File: src/rtl/tpt_pkg.sv
`default_nettype none

package tpt_pkg;

    localparam int TASK_SLOTS_DEF = 64;

    typedef enum logic [1:0] {
        FUNC_ADD    = 2'd0,
        FUNC_EDIT   = 2'd1,
        FUNC_REMOVE = 2'd2,
        FUNC_EXEC   = 2'd3
    } func_e_t;

    localparam logic [1:0] ST_OK   = 2'd0;
    localparam logic [1:0] ST_MISS = 2'd1;
    localparam logic [1:0] ST_FULL = 2'd2;

    typedef struct packed {
        logic [1:0]  func;
        logic [15:0] task_id;
        logic [15:0] user_id;
        logic [15:0] priority_req;
    } tpt_in_t;

    typedef struct packed {
        logic [1:0]  status;
        logic [15:0] served_user;
    } tpt_out_t;

    // one table slot with its valid bit
    typedef struct packed {
        logic        vld;
        logic [15:0] tid;
        logic [15:0] uid;
        logic [15:0] prio;
    } tpt_entry_t;

    typedef enum logic [2:0] {
        CTRL_CLEAR,
        CTRL_IDLE,
        CTRL_SCAN,
        CTRL_DRAIN,
        CTRL_COMMIT
    } tpt_state_t;

    typedef struct packed {
        logic clr_wr;
        logic load;
        logic rd;
        logic commit;
    } tpt_cmd_t;

    typedef struct packed {
        logic out_free;
    } tpt_sts_t;

endpackage

`default_nettype wire

File: src/rtl/tpt_datapath.sv
`default_nettype none

module tpt_datapath #(
    parameter int TASK_SLOTS = tpt_pkg::TASK_SLOTS_DEF
) (
    input  wire logic                          aclk,
    input  wire logic                          aresetn,
    input  wire tpt_pkg::tpt_cmd_t             cmd,
    input  wire logic [$clog2(TASK_SLOTS)-1:0] addr,
    output tpt_pkg::tpt_sts_t                  sts,
    input  wire tpt_pkg::tpt_in_t              req,
    output logic                               m_valid,
    input  wire logic                          m_ready,
    output tpt_pkg::tpt_out_t                  m_data
);

    localparam int IDX_W = $clog2(TASK_SLOTS);

    tpt_pkg::tpt_entry_t mem [TASK_SLOTS];

    tpt_pkg::tpt_entry_t rd_data_reg;
    logic                rd_valid_reg;
    logic [IDX_W-1:0]    rd_idx_reg;

    tpt_pkg::tpt_in_t    req_reg;

    logic                match_found_reg;
    logic [IDX_W-1:0]    match_idx_reg;
    logic [15:0]         match_uid_reg;
    logic                free_found_reg;
    logic [IDX_W-1:0]    free_idx_reg;
    logic                best_found_reg;
    logic [IDX_W-1:0]    best_idx_reg;
    logic [15:0]         best_prio_reg;
    logic [15:0]         best_tid_reg;
    logic [15:0]         best_uid_reg;

    logic                m_valid_reg;
    tpt_pkg::tpt_out_t   m_data_reg;

    logic                hit_match;
    logic                hit_free;
    logic                hit_best;

    logic                wr_hit;
    logic [IDX_W-1:0]    wr_sel;
    tpt_pkg::tpt_entry_t wr_entry;
    tpt_pkg::tpt_out_t   result;

    logic                wr_en;
    logic [IDX_W-1:0]    wr_addr;
    tpt_pkg::tpt_entry_t wr_data;

    // compare of the slot read in the previous cycle
    always_comb begin
        hit_match = rd_valid_reg && rd_data_reg.vld && (rd_data_reg.tid == req_reg.task_id)
                    && !match_found_reg;
        hit_free  = rd_valid_reg && !rd_data_reg.vld && !free_found_reg;
        hit_best  = rd_valid_reg && rd_data_reg.vld &&
                    (!best_found_reg || (rd_data_reg.prio > best_prio_reg) ||
                     ((rd_data_reg.prio == best_prio_reg) && (rd_data_reg.tid > best_tid_reg)));
    end

    // decision once the sweep is over
    always_comb begin
        wr_hit             = 1'b0;
        wr_sel             = match_idx_reg;
        wr_entry.vld       = 1'b1;
        wr_entry.tid       = req_reg.task_id;
        wr_entry.uid       = req_reg.user_id;
        wr_entry.prio      = req_reg.priority_req;
        result.status      = tpt_pkg::ST_OK;
        result.served_user = 16'd0;
        unique case (tpt_pkg::func_e_t'(req_reg.func))
            tpt_pkg::FUNC_ADD: begin
                if (match_found_reg) begin
                    wr_hit = 1'b1;
                end else if (free_found_reg) begin
                    wr_hit = 1'b1;
                    wr_sel = free_idx_reg;
                end else begin
                    result.status = tpt_pkg::ST_FULL;
                end
            end
            tpt_pkg::FUNC_EDIT: begin
                wr_entry.uid = match_uid_reg;
                if (match_found_reg) begin
                    wr_hit = 1'b1;
                end else begin
                    result.status = tpt_pkg::ST_MISS;
                end
            end
            tpt_pkg::FUNC_REMOVE: begin
                wr_entry.vld = 1'b0;
                if (match_found_reg) begin
                    wr_hit = 1'b1;
                end else begin
                    result.status = tpt_pkg::ST_MISS;
                end
            end
            tpt_pkg::FUNC_EXEC: begin
                wr_entry.vld = 1'b0;
                wr_sel       = best_idx_reg;
                if (best_found_reg) begin
                    wr_hit             = 1'b1;
                    result.served_user = best_uid_reg;
                end else begin
                    result.status = tpt_pkg::ST_MISS;
                end
            end
            default: begin
                wr_hit = 1'b0;
            end
        endcase
    end

    // single write port shared by the clearing sweep and the commit
    always_comb begin
        wr_en   = cmd.clr_wr || (cmd.commit && wr_hit);
        wr_addr = cmd.clr_wr ? addr : wr_sel;
        wr_data = wr_entry;
        if (cmd.clr_wr) begin
            wr_data     = '0;
        end
    end

    always_ff @(posedge aclk) begin
        if (wr_en) begin
            mem[wr_addr] <= wr_data;
        end
        if (cmd.rd) begin
            rd_data_reg <= mem[addr];
        end
    end

    always_ff @(posedge aclk) begin
        if (!aresetn) begin
            rd_valid_reg    <= 1'b0;
            match_found_reg <= 1'b0;
            free_found_reg  <= 1'b0;
            best_found_reg  <= 1'b0;
            m_valid_reg     <= 1'b0;
        end else begin
            rd_valid_reg <= cmd.rd;
            if (cmd.load) begin
                match_found_reg <= 1'b0;
                free_found_reg  <= 1'b0;
                best_found_reg  <= 1'b0;
            end else begin
                if (hit_match) begin
                    match_found_reg <= 1'b1;
                end
                if (hit_free) begin
                    free_found_reg <= 1'b1;
                end
                if (hit_best) begin
                    best_found_reg <= 1'b1;
                end
            end
            if (cmd.commit) begin
                m_valid_reg <= 1'b1;
            end else if (m_ready) begin
                m_valid_reg <= 1'b0;
            end
        end
    end

    always_ff @(posedge aclk) begin
        rd_idx_reg <= addr;
        if (cmd.load) begin
            req_reg <= req;
        end
        if (hit_match) begin
            match_idx_reg <= rd_idx_reg;
            match_uid_reg <= rd_data_reg.uid;
        end
        if (hit_free) begin
            free_idx_reg <= rd_idx_reg;
        end
        if (hit_best) begin
            best_idx_reg  <= rd_idx_reg;
            best_prio_reg <= rd_data_reg.prio;
            best_tid_reg  <= rd_data_reg.tid;
            best_uid_reg  <= rd_data_reg.uid;
        end
        if (cmd.commit) begin
            m_data_reg <= result;
        end
    end

    assign sts.out_free = !m_valid_reg || m_ready;
    assign m_valid      = m_valid_reg;
    assign m_data       = m_data_reg;

endmodule

`default_nettype wire

File: src/rtl/tpt_ctrl.sv
`default_nettype none

module tpt_ctrl #(
    parameter int TASK_SLOTS = tpt_pkg::TASK_SLOTS_DEF
) (
    input  wire logic                          aclk,
    input  wire logic                          aresetn,
    input  wire logic                          s_valid,
    output logic                               s_ready,
    output tpt_pkg::tpt_cmd_t                  cmd,
    output logic [$clog2(TASK_SLOTS)-1:0]      addr,
    input  wire tpt_pkg::tpt_sts_t             sts
);

    localparam int               IDX_W = $clog2(TASK_SLOTS);
    localparam logic [IDX_W-1:0] LAST  = IDX_W'(TASK_SLOTS - 1);

    tpt_pkg::tpt_state_t state_reg, state_next;
    logic [IDX_W-1:0]    cnt_reg, cnt_next;

    always_ff @(posedge aclk) begin
        if (!aresetn) begin
            state_reg <= tpt_pkg::CTRL_CLEAR;
            cnt_reg   <= '0;
        end else begin
            state_reg <= state_next;
            cnt_reg   <= cnt_next;
        end
    end

    always_comb begin
        state_next = state_reg;
        cnt_next   = cnt_reg;
        cmd        = '0;
        s_ready    = 1'b0;
        addr       = cnt_reg;
        unique case (state_reg)
            tpt_pkg::CTRL_CLEAR: begin
                cmd.clr_wr = 1'b1;
                if (cnt_reg == LAST) begin
                    cnt_next   = '0;
                    state_next = tpt_pkg::CTRL_IDLE;
                end else begin
                    cnt_next = cnt_reg + 1'b1;
                end
            end
            tpt_pkg::CTRL_IDLE: begin
                s_ready = 1'b1;
                if (s_valid) begin
                    cmd.load   = 1'b1;
                    cnt_next   = '0;
                    state_next = tpt_pkg::CTRL_SCAN;
                end
            end
            tpt_pkg::CTRL_SCAN: begin
                cmd.rd = 1'b1;
                if (cnt_reg == LAST) begin
                    state_next = tpt_pkg::CTRL_DRAIN;
                end else begin
                    cnt_next = cnt_reg + 1'b1;
                end
            end
            tpt_pkg::CTRL_DRAIN: begin
                state_next = tpt_pkg::CTRL_COMMIT;
            end
            tpt_pkg::CTRL_COMMIT: begin
                if (sts.out_free) begin
                    cmd.commit = 1'b1;
                    state_next = tpt_pkg::CTRL_IDLE;
                end
            end
            default: begin
                state_next = tpt_pkg::CTRL_IDLE;
            end
        endcase
    end

endmodule

`default_nettype wire

File: src/rtl/task_priority_table_core.sv
`default_nettype none

// indexed max-priority task table: each input transfer is one operation (add, edit
// priority, remove, execute top) and gives exactly one result transfer. every
// operation sweeps the whole slot memory once through its single read port, one slot
// per cycle, and its result is loaded into the output register once that register is
// free or being taken by m_ready; the next input is taken in the cycle after the
// previous result is loaded into the output register, even while that result still
// waits. after reset a clearing sweep over all TASK_SLOTS slots marks every slot free,
// and s_ready stays low during it. add overwrites an existing id or takes the lowest
// free slot (status 2 when full); edit and remove of a missing id, and execute top on
// an empty table, give status 1. execute top picks the highest priority, ties going
// to the highest task id.

module task_priority_table_core #(
    parameter int TASK_SLOTS = tpt_pkg::TASK_SLOTS_DEF
) (
    input  wire logic              aclk,
    input  wire logic              aresetn,
    // operation input
    input  wire logic              s_valid,
    output logic                   s_ready,
    input  wire tpt_pkg::tpt_in_t  s_data,
    // result output
    output logic                   m_valid,
    input  wire logic              m_ready,
    output tpt_pkg::tpt_out_t      m_data
);

    localparam int IDX_W = $clog2(TASK_SLOTS);

    // command and status between sequencer and datapath
    tpt_pkg::tpt_cmd_t cmd;
    tpt_pkg::tpt_sts_t sts;
    logic [IDX_W-1:0]  addr;

    // sequencer: clearing sweep, request capture, slot sweep, commit
    tpt_ctrl #(
        .TASK_SLOTS(TASK_SLOTS)
    ) u_ctrl (
        .aclk    (aclk),
        .aresetn (aresetn),
        .s_valid (s_valid),
        .s_ready (s_ready),
        .cmd     (cmd),
        .addr    (addr),
        .sts     (sts)
    );

    // slot memory, match / free / top trackers, output register
    tpt_datapath #(
        .TASK_SLOTS(TASK_SLOTS)
    ) u_datapath (
        .aclk    (aclk),
        .aresetn (aresetn),
        .cmd     (cmd),
        .addr    (addr),
        .sts     (sts),
        .req     (s_data),
        .m_valid (m_valid),
        .m_ready (m_ready),
        .m_data  (m_data)
    );

endmodule

`default_nettype wire
File: config.mk
export PLATFORM = sky130hd
export DESIGN_NAME = task_priority_table_core
export DESIGN_NICKNAME = d
export VERILOG_FILES = /design/src/rtl/tpt_pkg.sv /design/src/rtl/tpt_datapath.sv /design/src/rtl/tpt_ctrl.sv /design/src/rtl/task_priority_table_core.sv
export SDC_FILE = /design/constraint.sdc
export NUM_CORES = 2
export LEC_CHECK = 0
export BUFFER_PORTS_ARGS = -buffer_cell sky130_fd_sc_hd__buf_2
export CAP_MARGIN = 10
export CORE_UTILIZATION = 50
export CTS_BUF_LIST = sky130_fd_sc_hd__clkbuf_16
export CTS_CLUSTER_DIAMETER = 30
export DETAILED_ROUTE_END_ITERATION = 7
export PLACE_DENSITY_LB_ADDON = 0.1
export REMOVE_ABC_BUFFERS = 1
export SLEW_MARGIN = 10
export SYNTH_ARGS = -nofsm -noshare
export SYNTH_HDL_FRONTEND = slang
export SYNTH_HIERARCHICAL = 1
export SYNTH_SLANG_ARGS = --single-unit
File: constraint.sdc
create_clock -name aclk -period 6.3 [get_ports aclk]
set_input_delay 0.945 -clock aclk [delete_from_list [all_inputs] [get_ports aclk]]
set_output_delay 0.945 -clock aclk [all_outputs]
set_load 0.02 [all_outputs]
## Word level (Yosys, flattened, before mapping)

Memories as Yosys holds them, arrays and structs flattened. A register that Yosys moved wholly into a read port is not among the register bits.
Index checks and enable logic that the tools add are counted.

| cells by class | value |
|---|---|
| add/subtract/negate cells | 1 |
| magnitude comparators | 2 |
| eq/ne operators | 15 |
| mux-type cells | 37 |
| bitwise logic cells | 1 |
| reduce and logical (&&, ||, !) cells | 27 |

Operators with widths:

| operator | number |
|---|---|
| two-way mux 49 bit | 1 |
| two-way mux 6 bit | 6 |
| == test 16 bit | 2 |
| > comparator 16 bit | 2 |
| two-way mux 1 bit | 18 |
| case mux 6 bit (3 select lines) | 1 |
| two-way mux 16 bit | 1 |
| case mux 3 bit (5 select lines) | 1 |
| two-way mux 3 bit | 4 |
| case mux 6 bit (2 select lines) | 1 |
| logical AND 1 bit | 8 |
| adder 6 x 1 -> 6 bit, second input constant | 1 |
| == test 3 x 2 -> 1 bit, second input constant | 2 |
| == test 6 bit, second input constant | 1 |
| != test 2 bit, second input constant | 3 |
| case mux 2 bit (3 select lines) | 1 |
| OR reduction 2 bit | 3 |
| logical NOT 1 bit | 5 |
| == test 2 bit, second input constant | 2 |
| logical OR 1 bit | 4 |
| two-way mux 2 bit | 2 |
| != test 2 x 1 -> 1 bit, second input constant | 2 |
| AND reduction 4 bit | 1 |
| == test 3 x 1 -> 1 bit, second input constant | 1 |
| other kinds (10) | 10 |

| storage, ports and cells | value |
|---|---|
| bits in registers | 170 |
| RAM bits | 3136 |
| input bits | 54 |
| output and inout port bits | 20 |
| logic and storage cells | 105 |
| memories kept | 1 |

Memory list:

| memory | words | bits a word | read ports | clocked after Yosys merged registers in | wr ports | RTL line | text |
|---|---|---|---|---|---|---|---|
| u_datapath.mem | 64 | 49 | 1 | 1 | 1 | tpt_datapath.sv:19 | `tpt_pkg::tpt_entry_t mem [TASK_SLOTS];` |

## Logic depth before layout (Yosys ltp)

| logic depth | value |
|---|---|
| depth after elaboration | 8 |
| depth in mapped cells | 11 |
| gate-level depth less buffers | 8 |

## Hierarchy

Netlist, hierarchy kept.

Modules (own cells, without submodules):

| module | times used | cells each | area each (um^2) | sequential area each (um^2) |
|---|---|---|---|---|
| tpt_datapath | 1 | 5649 | 127154.5 | 100366.3 |
| tpt_ctrl | 1 | 59 | 524.3 | 180.2 |

## Worst setup path after synthesis

OpenSTA, ideal clock, no wires.

| timing | value |
|---|---|
| kind | register to register |
| start | reg u_datapath/rd_data_reg[43] (netlist name) |
| end | reg u_datapath.best_idx_reg[0], enable pin |
| library setup time | 0.564 ns |
| data arrival time | 5.695 ns |
| data required time | 5.736 ns |
| slack | 0.041 ns |
| stages on the path, launching flop included | 8 |
| path buffers | 0 |
| period minus slack after synthesis | 6.259 ns |
| path through | edfxtp_1 > ha_1 > and4_1 > nand3_1 > a21oi_1 > a2111o_1 > o21ai_0 > a311oi_1 |

| on the way | value |
|---|---|
| longest elaborated chain between the ends | 4 |

RTL lines:

| item | RTL line | text |
|---|---|---|
| > comparator 16 bit | tpt_datapath.sv:61 | `((rd_data_reg.prio == best_prio_reg) && (rd_data_reg.tid > best_tid_reg)));` |
| logical AND 1 bit | tpt_datapath.sv:61 |  |
| logical OR 1 bit | tpt_datapath.sv:60 | `(!best_found_reg \|\| (rd_data_reg.prio > best_prio_reg) \|\|` |
| logical AND 1 bit | tpt_datapath.sv:59 | `hit_best = rd_valid_reg && rd_data_reg.vld &&` |
| named net u_datapath.hit_best | tpt_datapath.sv:43 | `logic hit_best;` |
| end signal: assignment | tpt_datapath.sv:181 | `best_idx_reg <= rd_idx_reg;` |
| end: declaration | tpt_datapath.sv:33 | `logic [IDX_W-1:0] best_idx_reg;` |

The timed path passes the listed nets, and every way through them passes these cells.
A chain may end at the register's enable or synchronous reset.

==> results.txt <==
Status -> finished clean
Die W -> 507 um
CP required -> 6.88 ns
Placed cell area -> 0.134 mm^2
Hold Crit Endpoint -> u_datapath/req_reg[32]
Rel. slew slack -> 14.1%
Hold_sp -> s_data[32]
Synthesized cell area -> 0.128 mm^2
Post-cts resize count -> 0
Vias in the first global route -> 65000
CP arrival -> 5.07 ns
I/O pins -> 74
Global-route wire length before repair -> 504000 um
Startpoint types -> flop
Maxcap violations -> 0
Yosys top cell by area -> edfxtp_1
Fin. Hold Viols -> 0
Seq cells post-synth -> 3355
Class of the most critical setup path -> flop to flop
Synth area leaders -> edfxtp_1 78%, mux4_2 12%, mux2i_1 1.7%
Clk Latency, worst-skew pair -> 0.94 ns
Unrepaired setup endpoints after global routing -> false
CTS tree -> done
Worst-margin pin slew -> 1.28 ns
Syn Area/Cell -> 22.4 um^2
Largest net degree at the start of global routing -> 83
Fmax -> 223 MHz
CTS Buffer Depth -> 4
Die H -> 507 um
Post-synthesis cell type count -> 58
FF+latch area -> 0.101 mm^2
Number of flip-flops in the largest register -> 3136
Antenna Nets Post-Route -> 0
TNS Setup -> 0 ns
Worst hold path cell count -> 1
GR Overflow Total -> 0
Drt total wl -> 361000 um
Hold buffers post-CTS -> 0
Number of synthesized flops with an enable pin -> 3335
Sequential share of the synthesized area -> 78.7%
Vias per std cell -> 6.32
CTS Buf Count -> 616
Nets -> 6412
Share of the synthesized area in the top cell type -> 78.4%
Die area -> 0.257 mm^2
IO Port Bufs -> 73
Row count -> 185
Tmin final -> 4.49 ns
Post-Syn Instances -> 5708
Final Max Tran Viols -> 0
Floorplan Core Area -> 0.254 mm^2
Total Routing Usage GR -> 28.2%
Area of the multi-input gates -> 0.0263 mm^2
Util after Layout -> 61.0%
Final HPWL DP -> 209000 um
RePlAce Congestion -> 0.847
CTS Root Cell -> clkbuf_16
CP startpoint -> u_ctrl/state_reg[1]
Yosys Warn Count -> 6
DR DRC count -> 0
Leak -> 51.5 nW
Final non-filler cell total -> 10200
Pwr Density -> 384 mW/mm^2
Worst r2r path cells -> 6
Initial antenna violation count -> 18
Via Count -> 64400
Final Cycle Share -> 71.3%
Post-CTS setup buffers -> 0
DR WL/cell -> 35.4 um
Fraction of registers with async set/reset -> 0%
Crit Reg-Reg Endpoint -> u_datapath/mem[39][21]
Worst R2R Setup Slack -> 1.81 ns
Post-route cell area -> 0.155 mm^2
Peak VDD IR -> 0.000418 V
Reg2reg start -> u_ctrl/state_reg[1]
Clk slew on worst S/H paths -> 0.05 ns
Min-delay worst type -> input pin to flop
Drt pass-1 iters -> 6
Smallest hold slack -> 0.169 ns
CTS HTree Levels -> 6
Dpl cells -> 9068
Number of DRC markers in iteration 0 -> 8038
Final-report setup violation count -> 0
Fillers -> 17600
Clock skew -> 0.0867 ns
P&R area growth vs syn -> 21.3%
Share of cells above drive strength 1 -> 31.7%
Crit Path Max Fanout -> 28
Primary FF master, synth -> edfxtp_1
Clock Sinks -> 3355
Initial Util -> 50.3%
CP endpoint kind -> flop
-- critical path, stage by stage (launching register included) --
cell	delay, ns
dfxtp_1	0.42
nor3_2	0.85
a211oi_1	0.17
nor3_1	0.42
nand3_1	0.71
nor2_4	1.15
buf_12	0.33
-- power breakdown --
| group | switching (mW) | internal (mW) |
|---|---|---|
| logic | 1.40 | 1.01 |
| clock network | 11.3 | 21.3 |
| registers | 0.0481 | 24.4 |
| total | 12.7 | 46.7 |
-- how the worst max path moves through the flow --
stage,end,slack [ns]
floorplan,u_datapath/rd_data_reg[48],-30.68
global placement,u_datapath/mem[54][8],1.34
detailed placement,u_datapath/mem[55][31],1.43
CTS,u_datapath/mem[55][28],1.86
global route,u_datapath/mem[54][8],1.52
finish,u_datapath/mem[39][21],1.81
-- cell usage in the layout, fill, tap and decap left out, drive strengths merged, types with 4 or more instances in the layout --
cell type	instances
and3	33
clkinv	257
o21ai	29
ha	38
nand4b	6
xor2	17
mux2i	223
nor4	4
bufinv	77
edfxtp	3335
a22oi	217
clkbuf	625
nand3	43
clkinvlp	65
a311oi	13
o221ai	6
nor2	102
a22o	71
nand2b	11
nor2b	42
inv	130
nand2	90
dfxtp	20
o211ai	30
diode	6
buf	317
mux4	705
nor3	6
a21oi	168
a31oi	13
or3	6
a221oi	74
nand3b	9
and4	4
-- per-stage QoR --
step                setup slack (ns)  total power, mW
CTS                             1.86             59.8
detailed placement              1.43             27.3
floorplan                     -30.68             28.6
global placement                1.34             27.3
finish                          1.81             59.4
global route                    1.52             60.9
-- routing by layer --
| layer | wire length (um) | track usage (%) | vias up | part of all wire (%) |
|---|---|---|---|---|
| li1 | - | - | 25800 | - |
| met1 | 145000 | 40.2 | 34900 | 40 |
| met2 | 173000 | 44.3 | 3192 | 48 |
| met3 | 30800 | 4.93 | 529 | 8.5 |
| met4 | 11600 | 9.51 | 2 | 3.2 |
| met5 | 12 | 0 | - | 0.0033 |
-- Yosys cell counts (11+ instances only) --
library cell	n
a21oi_1	168
a221oi_1	45
a221oi_2	29
a22o_1	71
a22oi_1	217
a311oi_1	13
a31oi_1	13
and3_1	33
buf_1	33
buf_2	70
buf_4	43
buf_6	29
clkbuf_1	145
dfxtp_1	20
edfxtp_1	3335
ha_1	38
inv_1	37
mux2i_1	223
mux4_2	705
nand2_1	89
nand2b_1	11
nand3_1	41
nor2_1	102
nor2b_1	42
o211ai_1	30
o21ai_0	22
xor2_1	17
-- area by class of cell --
class                   instances  share of cell area, %
clock inverters               491                   3.33
diodes                          6                0.00969
inverters                      38                 0.0921
flip-flops and latches       3355                   64.9
clock buffers                 625                   10.1
multi-input cells            1992                   17.0
repair buffers                317                   1.87
well taps                    3366                   2.72
-- kinds of logic (layout without fill, tap and decap cells) --
| kind of cell | count (synthesis) | count (layout) | share of synthesized area, % |
|---|---|---|---|
| AND/OR/NAND/NOR | 373 | 373 | 1.46 |
| adder cells (fa/ha/maj) | 38 | 38 | 0.372 |
| flip-flops | 3355 | 3355 | 78.7 |
| XOR/XNOR | 17 | 17 | 0.117 |
| AO/OA/AOI/OAI | 636 | 636 | 3.66 |
| other | 0 | 6 | 0 |
| buffers and inverters | 361 | 1471 | 1.45 |
| multiplexers | 928 | 928 | 14.2 |
(Power assumes the default switching activity.)
